### src/rtl/ccb_pkg.sv
package ccb_pkg;

  // largest source image dimension handled by the counters
  localparam int MAX_DIM = 2048;

  localparam int COL_W   = $clog2(MAX_DIM);
  localparam int ROW_W   = COL_W + 1;
  localparam int CFG_W   = 12;
  localparam int CMP_W   = (ROW_W > CFG_W) ? ROW_W : CFG_W;
  localparam int COORD_W = ((CFG_W > COL_W + 1) ? CFG_W : COL_W + 1) + 1;
  localparam int CHAN_W  = 8;
  localparam int ADDR_W  = 22;
  localparam int DATA_W  = 24;
  localparam int IN_TDATA_W  = ((3 * CHAN_W + 7) / 8) * 8;
  localparam int OUT_TDATA_W = ((ADDR_W + DATA_W + 7) / 8) * 8;
  localparam int CFG_IDX_W   = 3;

  localparam int QUEUE_DEPTH = 2;
  localparam int QPTR_W      = (QUEUE_DEPTH > 1) ? $clog2(QUEUE_DEPTH) : 1;
  localparam int QCNT_W      = $clog2(QUEUE_DEPTH + 1);

  // register indexes on the configuration port
  localparam logic [CFG_IDX_W-1:0] REG_DEST_X         = 3'd0;
  localparam logic [CFG_IDX_W-1:0] REG_DEST_Y         = 3'd1;
  localparam logic [CFG_IDX_W-1:0] REG_IMAGE_WIDTH    = 3'd2;
  localparam logic [CFG_IDX_W-1:0] REG_IMAGE_HEIGHT   = 3'd3;
  localparam logic [CFG_IDX_W-1:0] REG_LINE_PITCH     = 3'd4;
  localparam logic [CFG_IDX_W-1:0] REG_SECTION_TOP    = 3'd5;
  localparam logic [CFG_IDX_W-1:0] REG_SECTION_BOTTOM = 3'd6;
  localparam logic [CFG_IDX_W-1:0] REG_OUT_FORMAT     = 3'd7;

  // output pixel formats
  localparam logic [1:0] FMT_XRGB8888 = 2'd0;
  localparam logic [1:0] FMT_RGB565   = 2'd1;

  typedef struct packed {
    logic signed [CFG_W-1:0] dest_x;
    logic signed [CFG_W-1:0] dest_y;
    logic [CFG_W-1:0]        image_width;
    logic [CFG_W-1:0]        image_height;
    logic [CFG_W-1:0]        line_pitch;
    logic [CFG_W-2:0]        section_top;
    logic [CFG_W-1:0]        section_bottom;
    logic [1:0]              out_format;
  } ccb_cfg_t;

  // one accepted write waiting for address and colour conversion
  typedef struct packed {
    logic [CFG_W-1:0]  sx;
    logic [CFG_W-1:0]  sy;
    logic [CHAN_W-1:0] red;
    logic [CHAN_W-1:0] green;
    logic [CHAN_W-1:0] blue;
  } ccb_item_t;

endpackage

### src/rtl/ccb_front.sv
module ccb_front (
  input  logic                              clk,
  input  logic                              rst_n,
  input  ccb_pkg::ccb_cfg_t                 cfg,
  input  logic                              in_tvalid,
  output logic                              in_tready,
  input  logic [ccb_pkg::IN_TDATA_W-1:0]    in_tdata,
  input  logic                              in_tuser,
  input  logic                              q_full,
  output logic                              q_push,
  output ccb_pkg::ccb_item_t                q_item
);

  logic [ccb_pkg::COL_W-1:0]          col_r, col_nxt;
  logic [ccb_pkg::ROW_W-1:0]          row_r, row_nxt;
  logic [ccb_pkg::COL_W-1:0]          col_cur;
  logic [ccb_pkg::ROW_W-1:0]          row_cur;
  logic [ccb_pkg::CMP_W-1:0]          eff_w;
  logic [ccb_pkg::CMP_W-1:0]          col_inc;
  logic signed [ccb_pkg::COORD_W-1:0] sx;
  logic signed [ccb_pkg::COORD_W-1:0] sy;
  logic [ccb_pkg::CHAN_W-1:0]         red, green, blue;
  logic                               accept;
  logic                               emit;

  assign red   = in_tdata[ccb_pkg::CHAN_W-1:0];
  assign green = in_tdata[2*ccb_pkg::CHAN_W-1:ccb_pkg::CHAN_W];
  assign blue  = in_tdata[3*ccb_pkg::CHAN_W-1:2*ccb_pkg::CHAN_W];

  assign in_tready = !q_full;
  assign accept    = in_tvalid && in_tready;

  // first pixel restarts the raster at the top-left corner
  assign col_cur = in_tuser ? '0 : col_r;
  assign row_cur = in_tuser ? '0 : row_r;

  assign sx = ccb_pkg::COORD_W'(cfg.dest_x) + ccb_pkg::COORD_W'($signed({1'b0, col_cur}));
  assign sy = ccb_pkg::COORD_W'(cfg.dest_y) + ccb_pkg::COORD_W'($signed({1'b0, row_cur}));

  always_comb begin
    emit = (ccb_pkg::CMP_W'(row_cur) < ccb_pkg::CMP_W'(cfg.image_height))
        && (ccb_pkg::CMP_W'(row_cur) < ccb_pkg::CMP_W'(ccb_pkg::MAX_DIM))
        && !sx[ccb_pkg::COORD_W-1]
        && ($unsigned(sx) < ccb_pkg::COORD_W'(cfg.line_pitch))
        && !sy[ccb_pkg::COORD_W-1]
        && ($unsigned(sy) >= ccb_pkg::COORD_W'(cfg.section_top))
        && ($unsigned(sy) < ccb_pkg::COORD_W'(cfg.section_bottom))
        && ((red | green | blue) != '0)
        && ((cfg.out_format == ccb_pkg::FMT_XRGB8888)
            || (cfg.out_format == ccb_pkg::FMT_RGB565));
  end

  always_comb begin
    if (cfg.image_width == '0) begin
      eff_w = ccb_pkg::CMP_W'(1);
    end else if (ccb_pkg::CMP_W'(cfg.image_width) > ccb_pkg::CMP_W'(ccb_pkg::MAX_DIM)) begin
      eff_w = ccb_pkg::CMP_W'(ccb_pkg::MAX_DIM);
    end else begin
      eff_w = ccb_pkg::CMP_W'(cfg.image_width);
    end
  end

  assign col_inc = ccb_pkg::CMP_W'(col_cur) + ccb_pkg::CMP_W'(1);

  always_comb begin
    col_nxt = col_r;
    row_nxt = row_r;
    if (accept) begin
      if (col_inc >= eff_w) begin
        col_nxt = '0;
        // row saturates at the dimension limit
        if (ccb_pkg::CMP_W'(row_cur) < ccb_pkg::CMP_W'(ccb_pkg::MAX_DIM)) begin
          row_nxt = row_cur + ccb_pkg::ROW_W'(1);
        end else begin
          row_nxt = row_cur;
        end
      end else begin
        col_nxt = col_inc[ccb_pkg::COL_W-1:0];
        row_nxt = row_cur;
      end
    end
  end

  always_ff @(posedge clk) begin
    if (!rst_n) begin
      col_r <= '0;
      row_r <= '0;
    end else begin
      col_r <= col_nxt;
      row_r <= row_nxt;
    end
  end

  assign q_push       = accept && emit;
  assign q_item.sx    = sx[ccb_pkg::CFG_W-1:0];
  assign q_item.sy    = sy[ccb_pkg::CFG_W-1:0];
  assign q_item.red   = red;
  assign q_item.green = green;
  assign q_item.blue  = blue;

endmodule

### src/rtl/ccb_queue.sv
module ccb_queue (
  input  logic               clk,
  input  logic               rst_n,
  input  logic               push,
  input  ccb_pkg::ccb_item_t push_item,
  output logic               full,
  input  logic               pop,
  output logic               head_valid,
  output ccb_pkg::ccb_item_t head_item
);

  ccb_pkg::ccb_item_t         slot_r [ccb_pkg::QUEUE_DEPTH];
  logic [ccb_pkg::QPTR_W-1:0] wptr_r, wptr_nxt;
  logic [ccb_pkg::QPTR_W-1:0] rptr_r, rptr_nxt;
  logic [ccb_pkg::QCNT_W-1:0] count_r, count_nxt;

  assign full       = (count_r == ccb_pkg::QCNT_W'(ccb_pkg::QUEUE_DEPTH));
  assign head_valid = (count_r != '0);
  assign head_item  = slot_r[rptr_r];

  always_comb begin
    wptr_nxt  = wptr_r;
    rptr_nxt  = rptr_r;
    count_nxt = count_r;
    if (push) begin
      wptr_nxt = (wptr_r == ccb_pkg::QPTR_W'(ccb_pkg::QUEUE_DEPTH - 1)) ? '0
               : wptr_r + ccb_pkg::QPTR_W'(1);
    end
    if (pop) begin
      rptr_nxt = (rptr_r == ccb_pkg::QPTR_W'(ccb_pkg::QUEUE_DEPTH - 1)) ? '0
               : rptr_r + ccb_pkg::QPTR_W'(1);
    end
    if (push && !pop) begin
      count_nxt = count_r + ccb_pkg::QCNT_W'(1);
    end else if (pop && !push) begin
      count_nxt = count_r - ccb_pkg::QCNT_W'(1);
    end
  end

  always_ff @(posedge clk) begin
    if (!rst_n) begin
      wptr_r  <= '0;
      rptr_r  <= '0;
      count_r <= '0;
    end else begin
      wptr_r  <= wptr_nxt;
      rptr_r  <= rptr_nxt;
      count_r <= count_nxt;
    end
  end

  always_ff @(posedge clk) begin
    if (push) begin
      slot_r[wptr_r] <= push_item;
    end
  end

endmodule

### src/rtl/ccb_back.sv
module ccb_back (
  input  logic                            clk,
  input  logic                            rst_n,
  input  ccb_pkg::ccb_cfg_t               cfg,
  input  logic                            head_valid,
  input  ccb_pkg::ccb_item_t              head_item,
  output logic                            pop,
  output logic                            out_tvalid,
  input  logic                            out_tready,
  output logic [ccb_pkg::OUT_TDATA_W-1:0] out_tdata
);

  logic                                      out_valid_r, out_valid_nxt;
  logic [ccb_pkg::ADDR_W-1:0]                addr_r;
  logic [ccb_pkg::DATA_W-1:0]                data_r;
  logic [ccb_pkg::CFG_W-1:0]                 rel_row;
  logic [2*ccb_pkg::CFG_W-1:0]               prod;
  logic [2*ccb_pkg::CFG_W-1:0]               addr_full;
  logic [ccb_pkg::DATA_W-1:0]                data_c;
  logic [4:0]                                r5, b5;
  logic [5:0]                                g6;

  // floor(x / 255) for x below 256*64: estimate by x/256, at most one correction
  function automatic logic [5:0] div255(input logic [13:0] x);
    logic [5:0] q;
    logic [8:0] rem;
    q   = x[13:8];
    rem = {3'b000, q} + {1'b0, x[7:0]};
    if (rem >= 9'd255) begin
      q = q + 6'd1;
    end
    return q;
  endfunction

  assign r5 = 5'(div255({1'b0, head_item.red, 5'b00000} - {6'b000000, head_item.red}));
  assign b5 = 5'(div255({1'b0, head_item.blue, 5'b00000} - {6'b000000, head_item.blue}));
  assign g6 = div255({head_item.green, 6'b000000} - {6'b000000, head_item.green});

  assign rel_row   = head_item.sy - {1'b0, cfg.section_top};
  assign prod      = rel_row * cfg.line_pitch;
  assign addr_full = prod + (2*ccb_pkg::CFG_W)'(head_item.sx);

  always_comb begin
    if (cfg.out_format == ccb_pkg::FMT_RGB565) begin
      data_c = {8'h00, r5, g6, b5};
    end else begin
      data_c = {head_item.red, head_item.green, head_item.blue};
    end
  end

  assign pop = head_valid && (!out_valid_r || out_tready);

  always_comb begin
    if (pop) begin
      out_valid_nxt = 1'b1;
    end else if (out_tready) begin
      out_valid_nxt = 1'b0;
    end else begin
      out_valid_nxt = out_valid_r;
    end
  end

  always_ff @(posedge clk) begin
    if (!rst_n) begin
      out_valid_r <= 1'b0;
    end else begin
      out_valid_r <= out_valid_nxt;
    end
  end

  always_ff @(posedge clk) begin
    if (pop) begin
      addr_r <= addr_full[ccb_pkg::ADDR_W-1:0];
      data_r <= data_c;
    end
  end

  assign out_tvalid = out_valid_r;
  assign out_tdata  = ccb_pkg::OUT_TDATA_W'({data_r, addr_r});

endmodule

### src/rtl/clipped_color_key_blit_unit.sv
// latency: an accepted pixel is registered in the queue and then in the output register
//   that drives out_tvalid; the queue pop waits while that register holds a stalled result
// throughput: one pixel per clock while out_tready is high; set by the combinational
//   front classify and one 12x12 address multiply in the back, two-entry queue between
// dropped pixels (clipped, transparent black, unsupported format) give no output
// reset: synchronous, active low; clears source counters, queue, output valid
//   and loads every configuration register with its reset value
module clipped_color_key_blit_unit (
  input  logic                            clk,
  input  logic                            rst_n,
  input  logic                            in_tvalid,
  output logic                            in_tready,
  input  logic [ccb_pkg::IN_TDATA_W-1:0]  in_tdata,   // red, green, blue
  input  logic                            in_tuser,   // first_pixel
  output logic                            out_tvalid,
  input  logic                            out_tready,
  output logic [ccb_pkg::OUT_TDATA_W-1:0] out_tdata,  // write_address, write_data, zero pad
  input  logic                            cfg_valid,
  output logic                            cfg_ready,
  input  logic [ccb_pkg::CFG_IDX_W-1:0]   cfg_index,
  input  logic [ccb_pkg::CFG_W-1:0]       cfg_data
);

  ccb_pkg::ccb_cfg_t  cfg_r;
  ccb_pkg::ccb_item_t push_item;
  ccb_pkg::ccb_item_t head_item;
  logic               q_full;
  logic               q_push;
  logic               q_pop;
  logic               head_valid;

  assign cfg_ready = 1'b1;

  always_ff @(posedge clk) begin
    if (!rst_n) begin
      cfg_r.dest_x         <= '0;
      cfg_r.dest_y         <= '0;
      cfg_r.image_width    <= ccb_pkg::CFG_W'(1);
      cfg_r.image_height   <= ccb_pkg::CFG_W'(1);
      cfg_r.line_pitch     <= ccb_pkg::CFG_W'(1);
      cfg_r.section_top    <= '0;
      cfg_r.section_bottom <= '0;
      cfg_r.out_format     <= ccb_pkg::FMT_XRGB8888;
    end else if (cfg_valid && cfg_ready) begin
      case (cfg_index)
        ccb_pkg::REG_DEST_X:         cfg_r.dest_x         <= $signed(cfg_data);
        ccb_pkg::REG_DEST_Y:         cfg_r.dest_y         <= $signed(cfg_data);
        ccb_pkg::REG_IMAGE_WIDTH:    cfg_r.image_width    <= cfg_data;
        ccb_pkg::REG_IMAGE_HEIGHT:   cfg_r.image_height   <= cfg_data;
        ccb_pkg::REG_LINE_PITCH:     cfg_r.line_pitch     <= cfg_data;
        ccb_pkg::REG_SECTION_TOP:    cfg_r.section_top    <= cfg_data[ccb_pkg::CFG_W-2:0];
        ccb_pkg::REG_SECTION_BOTTOM: cfg_r.section_bottom <= cfg_data;
        ccb_pkg::REG_OUT_FORMAT:     cfg_r.out_format     <= cfg_data[1:0];
        default: begin
        end
      endcase
    end
  end

  ccb_front u_front (
    .clk       (clk),
    .rst_n     (rst_n),
    .cfg       (cfg_r),
    .in_tvalid (in_tvalid),
    .in_tready (in_tready),
    .in_tdata  (in_tdata),
    .in_tuser  (in_tuser),
    .q_full    (q_full),
    .q_push    (q_push),
    .q_item    (push_item)
  );

  ccb_queue u_queue (
    .clk        (clk),
    .rst_n      (rst_n),
    .push       (q_push),
    .push_item  (push_item),
    .full       (q_full),
    .pop        (q_pop),
    .head_valid (head_valid),
    .head_item  (head_item)
  );

  ccb_back u_back (
    .clk        (clk),
    .rst_n      (rst_n),
    .cfg        (cfg_r),
    .head_valid (head_valid),
    .head_item  (head_item),
    .pop        (q_pop),
    .out_tvalid (out_tvalid),
    .out_tready (out_tready),
    .out_tdata  (out_tdata)
  );

endmodule

### config.mk
export PLATFORM = sky130hd
export DESIGN_NAME = clipped_color_key_blit_unit
export DESIGN_NICKNAME = d
export VERILOG_FILES = /design/src/rtl/ccb_pkg.sv /design/src/rtl/ccb_front.sv /design/src/rtl/ccb_queue.sv /design/src/rtl/ccb_back.sv /design/src/rtl/clipped_color_key_blit_unit.sv
export SDC_FILE = /design/constraint.sdc
export NUM_CORES = 1
export LEC_CHECK = 0
export BUFFER_PORTS_ARGS = -buffer_cell sky130_fd_sc_hd__buf_2
export CAP_MARGIN = 30
export CORE_MARGIN = 2
export CORE_UTILIZATION = 37
export CTS_CLUSTER_DIAMETER = 100
export DETAILED_ROUTE_END_ITERATION = 8
export HOLD_SLACK_MARGIN = 0.12
export SLEW_MARGIN = 20
export SYNTH_ARGS = -nofsm -noshare
export SYNTH_HDL_FRONTEND = slang
export SYNTH_SLANG_ARGS = --single-unit
### constraint.sdc
create_clock -name clk -period 9.2 [get_ports clk]
set_input_delay 0.92 -clock clk [delete_from_list [all_inputs] [get_ports clk]]
set_output_delay 0.92 -clock clk [all_outputs]
set_load 0.005 [all_outputs]
==> reports/qor.yml <==
outcome:
  outcome: "completed"
sta:
  finalCritPeriodShare_pct: 81.80
  slew_violations: 0
  fmax_mhz: 132.9
  timing.final.hold_violations: 0
  rsz0062_at_grt: "false"
  skew_ns: 0.01940
  period_minus_slack_ns: 7.526
  finalWorstSetupSlack_ns: 1.674
  tns_ns: 0
  whs_ns: 0.4541
  setup_viol: 0
  slew_headroom_pct: 37.76
  worst_pin_slew_ns: 0.9269
worst_setup_path:
  crit_required_ns: 9.53
  crit_slowest_cell: "xor2_1"
  slowest_delay_ns: 0.70
  cp_max_fo: 15
  worst_ep_arrival_time_ns: 7.85
  cp_top_family: "adder cells"
  worst-path-buf-inv: 4
  crit_path_frequent_cell: "fa_1"
  critical_path_class: "reg2reg"
  start_kind: "flop"
  crit_path_end_kind: "flop"
  cp_cell_sequence: "mux2i_1 -> inv_1 -> ha_1 -> nor2b_1 -> o31a_1 -> o211ai_1 -> nand3b_1 -> xor2_1 -> nand2_1 -> fa_1 -> fa_1 -> inv_1 -> fa_1 -> fa_1 -> inv_1 -> fa_1 -> inv_1 -> ha_1 -> nor3_1 -> nor4b_1 -> o211ai_1 -> o211ai_1 -> o21ai_0 -> xnor2_1"
synthesis:
  syn_inst: 2069
  synth-seq-cells: 256
  synth-async-reset-ratio_pct: 0
  synth_edf_count: 142
  ys_types: 80
  synth.most_common_cell: "nand2_1"
  synth_top_flop_cell: "edfxtp_1"
  synth_largest_area_cell: "edfxtp_1"
  yosys_warnings: 0
  avgSynthCellArea_um2: 9.406
  syn-cell-area_mm2: 0.01946
  synthTopCellsByCount: "nand2_1, inv_1, ha_1"
  synth.top_cell.area_share_pct: 21.91
  netlist_top_cells_area: "edfxtp_1, fa_1, ha_1, dfxtp_1, nand2_1"
  yosysSeqAreaShare_pct: 33.64
clock_tree:
  cts_setup_buffers: 0
  cts.hold.buffers_added: 0
  clk_latency_ns: 0.59
  cts_tree: "yes"
  clkTransAtPathRegs_ns: 0.06
  htree_num_levels: 1
  cts_resized: 0
  cts-root-buf: "clkbuf_16"
  cts.path.max_buffers: 3
  cts_sinks: 256
  cts_inserted_buffers: 31
drt:
  vias_per_cell: 5.268
  num_vias: 14987
  drtIter0Drc: 1058
  drt-total-wl_um: 51020
  first_pass_iters: 5
  ant_nets: 0
  route.detailed.wl_per_inst_um: 17.93
  remaining_drc_errors: 0
die:
  die_w_um: 233.3
  num_rows: 84
  ios: 96
  start_util_pct: 37.26
  die_area_mm2: 0.05445
  placeableCoreArea_mm2: 0.05224
  die_h_um: 233.3
pwr:
  vdd.ir_drop.worst_mv: 0.1586
  p_leak_nw: 8.926
  p_per_area_mw_per_mm2: 253.6
  power_mw: 5.506
final_layout:
  drive_gt1_share_pct: 10.06
  areaGrowthSynthToFinish_pct: 11.59
  multi_input_area_mm2: 0.01181
  fillCellCount: 5082
  final_nets: 2479
  regArea_mm2: 0.006550
  final_cell_area_mm2: 0.02172
global_route:
  grt_max_degree: 59
  overflow: 0
  grt.total_usage_pct: 18.76
  grt_pass1_wl_um: 80280
  grt_pass1_vias: 14701
  antenna_found_initial: 1
placed_design:
  place.gp.congestion: 0.8703
  preCtsSetupSlack_ns: 1.661
  postPlaceCellArea_mm2: 0.02061
  place_hpwl_um: 39370
  portBuffers: 92
job:
  drv.max_cap_violation_count: 0
min_path:
  hold_class: "reg2reg"
==> cell families after synthesis <==
| family | share of synthesized area [%] |
|---|---|
| AO/OA/AOI/OAI | 11.20 |
| XOR/XNOR | 4.584 |
| adder cells (fa/ha/maj) | 23.88 |
| buffers and inverters | 5.818 |
| flip-flops | 33.64 |
| multiplexers | 3.915 |
| other | 0.03859 |
| AND/OR/NAND/NOR | 16.92 |
==> registers in the layout, indices dropped and copies added (netlist names), named ones only <==
| name | count |
|---|---|
| u_front.row_r | 12 |
| u_back.data_r | 24 |
| u_back.addr_r | 22 |
| u_back.out_tvalid | 1 |
| cfg_r | 85 |
| u_queue.count_r | 2 |
| u_front.col_r | 11 |
| u_queue.slot_r | 96 |
| u_queue.rptr_r | 1 |
| u_queue.wptr_r | 1 |
==> path summary, 6_finish.rpt <==
check                                       startpoint                           to  slack, ns  cells past startpoint
worst max-delay path                              flop  u_back.addr_r[21]$_DFFE_PP_       1.67                     24
worst min-delay path            cfg_r[38]$_SDFFE_PN0P_       cfg_r[38]$_SDFFE_PN0P_       0.45                      2
worst max register to register                    flop  u_back.addr_r[21]$_DFFE_PP_       1.67                     24
worst min register to register  cfg_r[38]$_SDFFE_PN0P_       cfg_r[38]$_SDFFE_PN0P_       0.45                      2
==> layer usage <==
layer	part of all wire (%)	wire length (um)	track usage, %
met1	45	23080	25.60
met3	4.8	2457	2.307
met5	0	0	0
met2	47	23790	30.68
met4	3.3	1688	6.449
==> power by group <==
part | internal, mW | switching, mW | leakage (nW)
sequential | 1.44 | 0.0568 | 2.24
clock | 0.800 | 0.500 | 0.527
combinational | 1.07 | 1.65 | 6.16
==> tightest hold or removal path, stage by stage (launching register included) <==
cell and delay, ns:
dfxtp_1 0.30, nand2_1 0.05, a21oi_1 0.05
==> cell type report <==
class / instances / area share [%]
antenna: 1 / 0.01152
clock buffer: 39 / 3.941
clock inverter: 17 / 1.129
inverter: 214 / 3.705
multi-input combinational: 1522 / 54.36
sequential: 256 / 30.16
tap: 688 / 3.964
timing repair buffer: 108 / 2.731
==> stage by stage <==
stage	cells	util, %
3_3_place_gp	2786	39.41
2_1_floorplan	2070	-
5_1_grt	2845	41.58
4_1_cts	2843	41.56
6_report	2845	41.58
3_5_place_dp	2787	39.45
==> cell usage in the layout (no fill, tap or decap), types with 6 or more instances in the layout <==
cell type	count
xnor2_1	58
nor2b_1	34
mux2i_1	43
edfxtp_1	142
clkbuf_16	31
a21o_1	33
and2_1	55
nand2b_1	23
buf_2	92
dfxtp_1	113
o21a_1	12
a31oi_1	17
nand3_1	45
nor3b_1	8
xor2_1	42
nor3_1	25
nand2_1	310
buf_4	15
nor2_1	114
o21ai_0	44
a21oi_1	152
a211oi_1	11
o2111ai_1	6
o211ai_1	13
ha_1	185
inv_1	212
and3_1	14
or3_1	6
mux2_2	27
fa_1	116
nand4_1	23
nor4_1	15
Power figures use the tool's default switching activity.
